--- config.mk ---
export PLATFORM = sky130hd
export DESIGN_NAME = gallery_hamming_min_over_shifts_unit
export DESIGN_NICKNAME = d
export VERILOG_FILES = /design/src/ghmos_pkg.sv /design/src/ghmos_ram.sv /design/src/ghmos_accum.sv /design/src/ghmos_fold.sv /design/src/gallery_hamming_min_over_shifts_unit.sv
export SDC_FILE = /design/constraint.sdc
export NUM_CORES = 2
export LEC_CHECK = 0
export BUFFER_PORTS_ARGS = -buffer_cell sky130_fd_sc_hd__buf_2
export CAP_MARGIN = 10
export CELL_PAD_IN_SITES_DETAIL_PLACEMENT = 1
export CELL_PAD_IN_SITES_GLOBAL_PLACEMENT = 1
export CORE_UTILIZATION = 25
export CTS_CLUSTER_DIAMETER = 100
export DETAILED_ROUTE_END_ITERATION = 7
export GPL_TIMING_DRIVEN = 1
export HOLD_SLACK_MARGIN = 0.12
export PLACE_DENSITY = 0.41
export REMOVE_ABC_BUFFERS = 1
export SETUP_SLACK_MARGIN = 0.05
export SYNTH_ARGS = -nofsm -noshare
export SYNTH_HDL_FRONTEND = slang
export SYNTH_SLANG_ARGS = --single-unit
--- constraint.sdc ---
create_clock -name clk -period 22.4 [get_ports clk]
set_input_delay 4.48 -clock clk [delete_from_list [all_inputs] [get_ports clk]]
set_output_delay 4.48 -clock clk [all_outputs]
set_load 0.02 [all_outputs]
--- src/ghmos_pkg.sv ---
`timescale 1ns / 1ps
// ----------------------------------------------------------------------------
// ghmos_pkg
// Shared types, constants and the byte popcount used by the gallery
// minimum-over-shifts matcher.
// ----------------------------------------------------------------------------
package ghmos_pkg;

  typedef logic [15:0] count_t;

  localparam count_t COUNT_MAX = 16'hFFFF;

  // set bits in each nibble value
  localparam logic [2:0] NIBBLE_ONES [16] = '{
    3'd0, 3'd1, 3'd1, 3'd2, 3'd1, 3'd2, 3'd2, 3'd3,
    3'd1, 3'd2, 3'd2, 3'd3, 3'd2, 3'd3, 3'd3, 3'd4
  };

  // last byte of an entry, handed from the accumulator to the fold stage
  typedef struct packed {
    logic [7:0] entry;
    count_t     count;
    logic       first_pass;
    logic       last_pass;
    logic       in_range;
  } fold_req_t;

  function automatic logic [3:0] byte_ones(input logic [7:0] b);
    return {1'b0, NIBBLE_ONES[b[3:0]]} + {1'b0, NIBBLE_ONES[b[7:4]]};
  endfunction

endpackage

--- src/ghmos_ram.sv ---
`timescale 1ns / 1ps
// ----------------------------------------------------------------------------
// ghmos_ram
// Generic single-write, single-read RAM with registered read data.
// ----------------------------------------------------------------------------
module ghmos_ram #(
  parameter int WIDTH = 16,
  parameter int DEPTH = 256,
  parameter int ADDR_W = (DEPTH > 1) ? $clog2(DEPTH) : 1
) (
  input  logic              clk,
  input  logic              we,
  input  logic [ADDR_W-1:0] waddr,
  input  logic [WIDTH-1:0]  wdata,
  input  logic              re,
  input  logic [ADDR_W-1:0] raddr,
  output logic [WIDTH-1:0]  rdata
);

  logic [WIDTH-1:0] mem [DEPTH];

  always_ff @(posedge clk) begin
    if (we) begin
      mem[waddr] <= wdata;
    end
    if (re) begin
      rdata <= mem[raddr];
    end
  end

endmodule

--- src/ghmos_accum.sv ---
`timescale 1ns / 1ps
// ----------------------------------------------------------------------------
// ghmos_accum
// XOR and popcount of one byte pair, added to the saturating running
// mismatch count. The count restarts at zero after an entry's last byte.
// ----------------------------------------------------------------------------
module ghmos_accum (
  input  logic                clk,
  input  logic                rst,
  input  logic                accept,
  input  logic [7:0]          probe_byte,
  input  logic [7:0]          gallery_byte,
  input  logic                last_byte,
  output ghmos_pkg::count_t   count_sum
);

  ghmos_pkg::count_t running_count;
  logic [16:0]       sum;

  always_comb begin
    sum = {1'b0, running_count}
        + 17'(ghmos_pkg::byte_ones(probe_byte ^ gallery_byte));
    count_sum = sum[16] ? ghmos_pkg::COUNT_MAX : sum[15:0];
  end

  always_ff @(posedge clk) begin
    if (rst) begin
      running_count <= '0;
    end else if (accept) begin
      running_count <= last_byte ? '0 : count_sum;
    end
  end

endmodule

--- src/ghmos_fold.sv ---
`timescale 1ns / 1ps
// ----------------------------------------------------------------------------
// ghmos_fold
// Read-modify-write of the per-entry minimum: takes the read data in the cycle
// after the request, forwards the most recent write, keeps the smaller count
// and writes it back. Owns the result word register.
// ----------------------------------------------------------------------------
module ghmos_fold #(
  parameter int ADDR_W = 8
) (
  input  logic                   clk,
  input  logic                   rst,
  input  logic                   req_valid,
  input  ghmos_pkg::fold_req_t   req,
  input  ghmos_pkg::count_t      rdata,
  output logic                   we,
  output logic [ADDR_W-1:0]      waddr,
  output ghmos_pkg::count_t      wdata,
  output logic                   blocked,
  output logic                   out_valid,
  input  logic                   out_stall,
  output logic [7:0]             result_entry,
  output logic [15:0]            min_mismatches
);

  localparam int EXT_W = (ADDR_W > 8) ? ADDR_W : 8;

  logic                 s1_valid;
  ghmos_pkg::fold_req_t s1_req;
  logic                 fwd_valid;
  logic [ADDR_W-1:0]    fwd_addr;
  ghmos_pkg::count_t    fwd_data;

  logic [EXT_W-1:0]     entry_ext;
  logic [ADDR_W-1:0]    addr;
  ghmos_pkg::count_t    prev;
  ghmos_pkg::count_t    best;
  logic                 emit;

  always_comb begin
    entry_ext = EXT_W'(s1_req.entry);
    addr      = entry_ext[ADDR_W-1:0];
    // the write issued on the read edge is not yet in the read data
    prev = (fwd_valid && fwd_addr == addr) ? fwd_data : rdata;
    if (s1_req.first_pass || !s1_req.in_range) begin
      best = s1_req.count;
    end else begin
      best = (prev < s1_req.count) ? prev : s1_req.count;
    end
    emit    = s1_valid && s1_req.last_pass;
    blocked = emit && out_valid && out_stall;
    we      = s1_valid && s1_req.in_range && !blocked;
    waddr   = addr;
    wdata   = best;
  end

  always_ff @(posedge clk) begin
    if (rst) begin
      s1_valid <= 1'b0;
    end else if (!blocked) begin
      s1_valid <= req_valid;
    end
  end

  always_ff @(posedge clk) begin
    if (!blocked && req_valid) begin
      s1_req <= req;
    end
  end

  always_ff @(posedge clk) begin
    if (rst) begin
      fwd_valid <= 1'b0;
    end else if (we) begin
      fwd_valid <= 1'b1;
    end
  end

  always_ff @(posedge clk) begin
    if (we) begin
      fwd_addr <= addr;
      fwd_data <= best;
    end
  end

  always_ff @(posedge clk) begin
    if (rst) begin
      out_valid <= 1'b0;
    end else if (!(out_valid && out_stall)) begin
      out_valid <= emit;
    end
  end

  // hold the word while stalled
  always_ff @(posedge clk) begin
    if (!(out_valid && out_stall) && emit) begin
      result_entry   <= s1_req.entry;
      min_mismatches <= best;
    end
  end

  a_blocked_holds: assert property (@(posedge clk) disable iff (rst)
    blocked |=> s1_valid && $stable(s1_req))
    else $error("fold stage changed while blocked");

  a_best_bounded: assert property (@(posedge clk) disable iff (rst)
    s1_valid |-> best <= s1_req.count)
    else $error("minimum above current count");

  a_first_overwrites: assert property (@(posedge clk) disable iff (rst)
    s1_valid && s1_req.first_pass |-> best == s1_req.count)
    else $error("first pass did not overwrite minimum");

  a_out_from_emit: assert property (@(posedge clk) disable iff (rst)
    $rose(out_valid) |-> $past(emit))
    else $error("result word without an emitting entry");

endmodule

--- src/gallery_hamming_min_over_shifts_unit.sv ---
`timescale 1ns / 1ps
// ----------------------------------------------------------------------------
// gallery_hamming_min_over_shifts_unit
// Minimum Hamming mismatch count per gallery entry over rotated probe passes.
// ----------------------------------------------------------------------------
// Throughput: one byte word per cycle unless stalled; the minimum RAM is read
//   on the accepting edge and written back by the fold stage with forwarding.
// A result word goes through the fold stage into the result register.
// Output stall holds the fold stage and then the input, one word per cycle.
// Reset clears the running count and all valid flags; the minimum RAM is
//   not cleared and each entry is defined by its first-pass write.
module gallery_hamming_min_over_shifts_unit #(
  parameter int MAX_ENTRIES = 256
) (
  input  logic        clk,
  input  logic        rst,
  input  logic        in_valid,
  output logic        in_stall,
  input  logic [7:0]  probe_byte,
  input  logic [7:0]  gallery_byte,
  input  logic [7:0]  entry,
  input  logic        first_pass,
  input  logic        last_byte,
  input  logic        last_pass,
  output logic        out_valid,
  input  logic        out_stall,
  output logic [7:0]  result_entry,
  output logic [15:0] min_mismatches
);

  localparam int ADDR_W = (MAX_ENTRIES > 1) ? $clog2(MAX_ENTRIES) : 1;
  localparam int EXT_W  = (ADDR_W > 8) ? ADDR_W : 8;

  logic                 accept;
  logic                 req_valid;
  logic                 in_range;
  logic [EXT_W-1:0]     entry_ext;
  ghmos_pkg::count_t    count_sum;
  ghmos_pkg::fold_req_t req;
  ghmos_pkg::count_t    rdata;
  logic                 we;
  logic [ADDR_W-1:0]    waddr;
  ghmos_pkg::count_t    wdata;
  logic                 blocked;

  always_comb begin
    in_stall  = blocked;
    accept    = in_valid && !in_stall;
    req_valid = accept && last_byte;
    in_range  = {24'd0, entry} < 32'(MAX_ENTRIES);
    entry_ext = EXT_W'(entry);
    req.entry      = entry;
    req.count      = count_sum;
    req.first_pass = first_pass;
    req.last_pass  = last_pass;
    req.in_range   = in_range;
  end

  ghmos_accum u_accum (
    .clk          (clk),
    .rst          (rst),
    .accept       (accept),
    .probe_byte   (probe_byte),
    .gallery_byte (gallery_byte),
    .last_byte    (last_byte),
    .count_sum    (count_sum)
  );

  ghmos_ram #(
    .WIDTH  (16),
    .DEPTH  (MAX_ENTRIES),
    .ADDR_W (ADDR_W)
  ) u_min_ram (
    .clk   (clk),
    .we    (we),
    .waddr (waddr),
    .wdata (wdata),
    .re    (req_valid && in_range),
    .raddr (entry_ext[ADDR_W-1:0]),
    .rdata (rdata)
  );

  ghmos_fold #(
    .ADDR_W (ADDR_W)
  ) u_fold (
    .clk            (clk),
    .rst            (rst),
    .req_valid      (req_valid),
    .req            (req),
    .rdata          (rdata),
    .we             (we),
    .waddr          (waddr),
    .wdata          (wdata),
    .blocked        (blocked),
    .out_valid      (out_valid),
    .out_stall      (out_stall),
    .result_entry   (result_entry),
    .min_mismatches (min_mismatches)
  );

endmodule

-- Yosys cells after proc, flatten, opt, wreduce, memory -nomap -nowiden
Memories as Yosys holds them, arrays and structs flattened. A register that Yosys moved wholly into a read port is not among the register bits.
Cells that the tools add are included.
- input bits: 31
- memories: 3
- bits in writable memories: 4096
- logic and storage cells: 47
- bits in read-only memories: 96
- register bits: 93
- output and inout bits: 26
- memory list (memory ; depth ; bits a word ; read ports ; clocked after memory_dff ; write ports ; RTL line ; RTL):
    u_min_ram.mem ; 256 ; 16 ; 1 ; 1 ; 1 ; ghmos_ram.sv:20 ; logic [WIDTH-1:0] mem [DEPTH];
    (name not given) ; 16 ; 3 ; 1 ; 0 ; 0 ; ghmos_pkg.sv:29 ; return {1'b0, NIBBLE_ONES[b[3:0]]} + {1'b0, NIBBLE_ONES[b[7:4]]};
    (name not given) ; 16 ; 3 ; 1 ; 0 ; 0 ; ghmos_pkg.sv:29 ;
- magnitude comparators: 3
- equal/unequal tests: 1
- $add $sub $neg: 2
- multiplexer cells: 11
- bitwise operators: 3
- reductions and logical operators: 12
- operators by type and width (kind ; count):
    two-way mux 16 bit ; 5
    adder 16 x 4 -> 17 bit ; 1
    less-than comparator 16 bit ; 1
    two-way mux 3 bit ; 4
    greater-or-equal comparator 5 bit, second input constant ; 2
    logical AND 1 bit ; 10
    NOT 4 -> 5 bit ; 2
    equality test 8 bit ; 1
    XOR 8 bit ; 1
    adder 3 x 3 -> 4 bit ; 1
    zero test 1 bit ; 2
    two-way mux 1 bit ; 2

-- Depth between registers and ports, before layout
- depth after elaboration: 9
- gate-level depth with buffers: 18

-- By module
Synthesis repeated with hierarchy kept, for this count alone.
- cell total of the unflattened synthesis: 7752
- area, all modules: 163782.1 µm²
- modules (own cells, without submodules) (module ; area an instance (µm²) ; cells each ; instances):
    ghmos_ram ; 158874.9 ; 7360 ; 1
    ghmos_fold ; 3364.5 ; 206 ; 1
    ghmos_accum ; 1524.0 ; 183 ; 1
    gallery_hamming_min_over_shifts_unit ; 18.8 ; 3 ; 1

-- Worst setup path before layout
OpenSTA, ideal clock, no wires.
- kind: register -> register
- start: register u_fold.s1_req (netlist bit u_fold.waddr[6])
- end: register u_fold.fwd_data[0] (data pin)
- buffers on the path: 4
- clock period less this slack: 12052 ps
- path slack: 10348 ps
- required time: 20757 ps
- arrival: 10409 ps
- cell stages (with the launch flop): 16
- cells stage by stage: edfxtp_1 buf_6 xnor2_1 nand3_1 nor3_4 clkbuf_1 mux2_2 ha_1 a21o_1 a21oi_1 o21ai_0 a31oi_1 a41o_1 buf_6 buf_6 mux2i_1
- cells in the longest elaborated chain, start to end: 6
- RTL lines (element ; RTL line ; RTL):
    start, declared ; ghmos_fold.sv:29 ; ghmos_pkg::fold_req_t s1_req;
    start signal, assigned ; ghmos_fold.sv:67 ; s1_req <= req;
    equality test 8 bit (*) ; ghmos_fold.sv:44 ; prev = (fwd_valid && fwd_addr == addr) ? fwd_data : rdata;
    logical AND 1 bit (*) ; ghmos_fold.sv:44 ;
    two-way mux 16 bit (*) ; ghmos_fold.sv:44 ;
    less-than comparator 16 bit ; ghmos_fold.sv:48 ; best = (prev < s1_req.count) ? prev : s1_req.count;
    two-way mux 16 bit (*) ; ghmos_fold.sv:48 ;
    two-way mux 16 bit (*) ; ghmos_fold.sv:45 ; if (s1_req.first_pass || !s1_req.in_range) begin
    named net u_fold.wdata[0] ; ghmos_fold.sv:18 ; output ghmos_pkg::count_t wdata,
    end signal, assigned ; ghmos_fold.sv:82 ; fwd_data <= best;
    end, declared ; ghmos_fold.sv:32 ; ghmos_pkg::count_t fwd_data;
Mark *: on every way through the listed nets, which the timed path passes. The rest lies on a longest branch.
A chain may end at the register's enable or synchronous reset.

==> impl_metrics.env <==
export IMPL_outcome="finished with violations"
export IMPL_violations="DRC"
export IMPL_drc=27
export IMPL_cp_arrival_ps=10620
export IMPL_drt_initial_drc_count=6976
export IMPL_gp_congestion=0.753
export IMPL_max_freq_ghz=0.102
export IMPL_wl_per_cell_um=30.9
export IMPL_grt_max_degree=171
export IMPL_r2r_end="u_min_ram.mem[114][12]$_DFFE_PP_"
export IMPL_total_power_mw=17.5
export IMPL_hold_path_cell_count=2
export IMPL_clock_power_share_pct=42.9
export IMPL_dr_total_vias=76300
export IMPL_hold_viol_final=0
export IMPL_num_io_pins=57
export IMPL_initial_utilization_pct=25.1
export IMPL_fin_setup_tns_ps=0
export IMPL_worst_pin_slew_ps=1430
export IMPL_drive_above_1_share_pct=29.3
export IMPL_die_w_um=804
export IMPL_min_from="u_fold.fwd_valid$_SDFFE_PP0P_"
export IMPL_worstHoldPathType="reg -> reg"
export IMPL_clock_path_buffers=4
export IMPL_synth_edf_count=4186
export IMPL_avgSynthCellArea_sq_um=22.9
export IMPL_drt_total_wl_mm=511
export IMPL_synth_warnings=0
export IMPL_finalSetupViolCount=0
export IMPL_r2r_start="u_fold.waddr[0]$_DFFE_PP_"
export IMPL_numCtsBuffers=466
export IMPL_crit_path_end_kind="flop"
export IMPL_internal_power_mw=13.5
export IMPL_hold_buffers=0
export IMPL_netSwitchingPower_mw=3.99
export IMPL_clk_latency_ps=1060
export IMPL_cts_resized=0
export IMPL_r2r_cells=15
export IMPL_dr_pass1_iters=7
export IMPL_ys_ff_latch=4205
export IMPL_slew_headroom_pct=3.48
export IMPL_cts_tree="yes"
export IMPL_p_leak_nw=57.3
export IMPL_fin_skew_ps=79.1
export IMPL_grt_pass1_vias=81500
export IMPL_yosysTopAreaCell="edfxtp_1"
export IMPL_worstSetupPathType="in -> reg"
export IMPL_final_max_slew_viol_count=0
export IMPL_ctsHtreeMaxLevel=5
export IMPL_drtAntennaViolNets=0
export IMPL_synth_cells=7026
export IMPL_yosys_top_cells_area="edfxtp_1 78%, mux4_2 14%, mux2i_1 1.0%"
export IMPL_swShare_pct=22.8
export IMPL_final_period_utilization_pct=43.6
export IMPL_ir_drop_mv=0.0715
export IMPL_layout_min_cycle_time_ps=9770
export IMPL_nets=7586
export IMPL_crit_fanout=99
export IMPL_place_area_sq_um=174000
export IMPL_antenna_found_initial=38
export IMPL_path_clk_slew_ps=60
export IMPL_required_ps=23250
export IMPL_die_area_sq_um=646000
export IMPL_core_area_sq_um=641000
export IMPL_portBuffers=56
export IMPL_rows=294
export IMPL_postCtsSetupRepairBufs=0
export IMPL_min_to="u_fold.fwd_valid$_SDFFE_PP0P_"
export IMPL_grt_setup_unrepaired="false"
export IMPL_final_cell_mix="4186 x edfxtp_1, 1024 x mux4_2, 475 x clkbuf_16"
export IMPL_syn_cell_area_sq_um=161000
export IMPL_cellPowerDensity_nw_per_um2=92.7
export IMPL_grtUsageTotal_pct=15.4
export IMPL_synth_top_area_share_pct=78.2
export IMPL_grt_pass1_wl_mm=699
export IMPL_seq_area_frac_synth_pct=78.5
export IMPL_final_common_cell="edfxtp_1"
export IMPL_async_reset_ff_share_pct=0
export IMPL_hpwl_mm=298
export IMPL_ys_types=52
export IMPL_startpoint_type="input port"
export IMPL_combPwrFrac_pct=6.1
export IMPL_ys_flop_type="edfxtp_1"
export IMPL_via_per_inst=4.62
export IMPL_postLayoutCellArea_sq_um=189000
export IMPL_gr_total_overflow=0
export IMPL_syn_to_final_growth_pct=17.4
export IMPL_maxCapViolCount=0
export IMPL_cts_num_sinks=4205
export IMPL_seq_power_share_pct=51.0
export IMPL_die_h_um=804
export IMPL_r2r_slack_ps=14980
export IMPL_cts_root_buf="clkbuf_16"
==> cells by family after synthesis <==
| group | share of synthesized area (%) |
|---|---|
| XOR/XNOR | 0.158 |
| AO/OA/AOI/OAI | 2.59 |
| AND/OR/NAND/NOR | 1.55 |
| multiplexers | 15.6 |
| adder cells (fa/ha/maj) | 0.237 |
| flip-flops | 78.5 |
| buffers and inverters | 1.41 |
==> stage by stage <==
step | util (%) | setup slack, ps | instances | hold WS (ps)
2_1_floorplan | - | 10090 | 6622 | 440
3_3_place_gp | 27.1 | 11140 | 15600 | 458
3_5_place_dp | 27.1 | 11240 | 15600 | 464
4_1_cts | 29.4 | 12410 | 16500 | 479
5_1_grt | 29.4 | 12110 | 16500 | 510
6_report | 29.4 | 12630 | 16500 | 478
==> power by group through the flow <==
stage / Sequential (mW) / Clock [mW] / Combinational [mW]
6_report: 8.92 / 7.50 / 1.06
5_1_grt: 8.92 / 7.97 / 1.13
4_1_cts: 8.92 / 7.72 / 1.10
3_5_place_dp: 9.09 / 0 / 1.10
3_3_place_gp: 9.09 / 0 / 1.06
2_1_floorplan: 9.12 / 0 / 0.460
==> final cells by class <==
class | count | area (sq um)
clock inverter | 276 | 2480
clock buffer | 582 | 12300
timing repair buffer | 437 | 3540
sequential | 4205 | 126000
fill | 64200 | 452000
antenna | 12 | 30.0
multi-input combinational | 2386 | 33300
inverter | 31 | 116
tap | 8584 | 10700
==> worst max-delay path: stages <==
cell	delay (ps)
buf_12	320
buf_12	680
buf_4	800
buf_4	750
buf_4	780
mux4_2	370
o22ai_1	80
or4_1	520
nor2_1	530
nand4_1	480
nor3_1	310
==> registers in the layout (all words and copies together), names as in the netlist <==
signal / flops
u_min_ram.mem: 4096
u_fold.s1_req: 18
u_accum.running_count: 16
u_fold.fwd_data: 16
u_fold.min_mismatches: 16
u_min_ram.rdata: 16
u_fold.fwd_addr: 8
u_fold.result_entry: 8
u_fold.waddr: 8
u_fold.fwd_valid: 1
u_fold.out_valid: 1
u_fold.s1_valid: 1
==> cell usage after synthesis (57+ instances only) <==
library cell / number
buf_2: 111
a221oi_1: 79
nor2_1: 308
edfxtp_1: 4186
a22o_1: 79
a22oi_1: 141
nor3_1: 60
nand2_1: 57
o22ai_1: 129
clkbuf_1: 159
mux4_2: 1024
mux2i_1: 163
==> per-layer routing <==
metal	share of wire [%]	vias to the layer above	routed length (um)	global-route usage, %
li1	-	31200	-	-
met1	46	42900	232000	21.7
met2	49	1645	248000	25.9
met3	3.9	530	20000	1.86
met4	1.9	0	9860	2.94
met5	0	-	0	0
==> how the worst max path moves through the flow <==
stage	start	to	slack (ps)	cells past startpoint
after floorplan	u_fold.waddr[6]$_DFFE_PP_	u_fold.fwd_data[0]$_DFFE_PP_	10090	12
after global placement	entry[0]	u_min_ram.rdata[8]$_DFFE_PP_	11140	11
after detailed placement	entry[0]	u_min_ram.rdata[8]$_DFFE_PP_	11240	11
after CTS	entry[0]	u_min_ram.rdata[7]$_DFFE_PP_	12410	11
after global routing	entry[0]	u_min_ram.rdata[7]$_DFFE_PP_	12110	11
final	entry[0]	u_min_ram.rdata[7]$_DFFE_PP_	12630	11
Note: power is estimated with default switching activity, not from simulation.
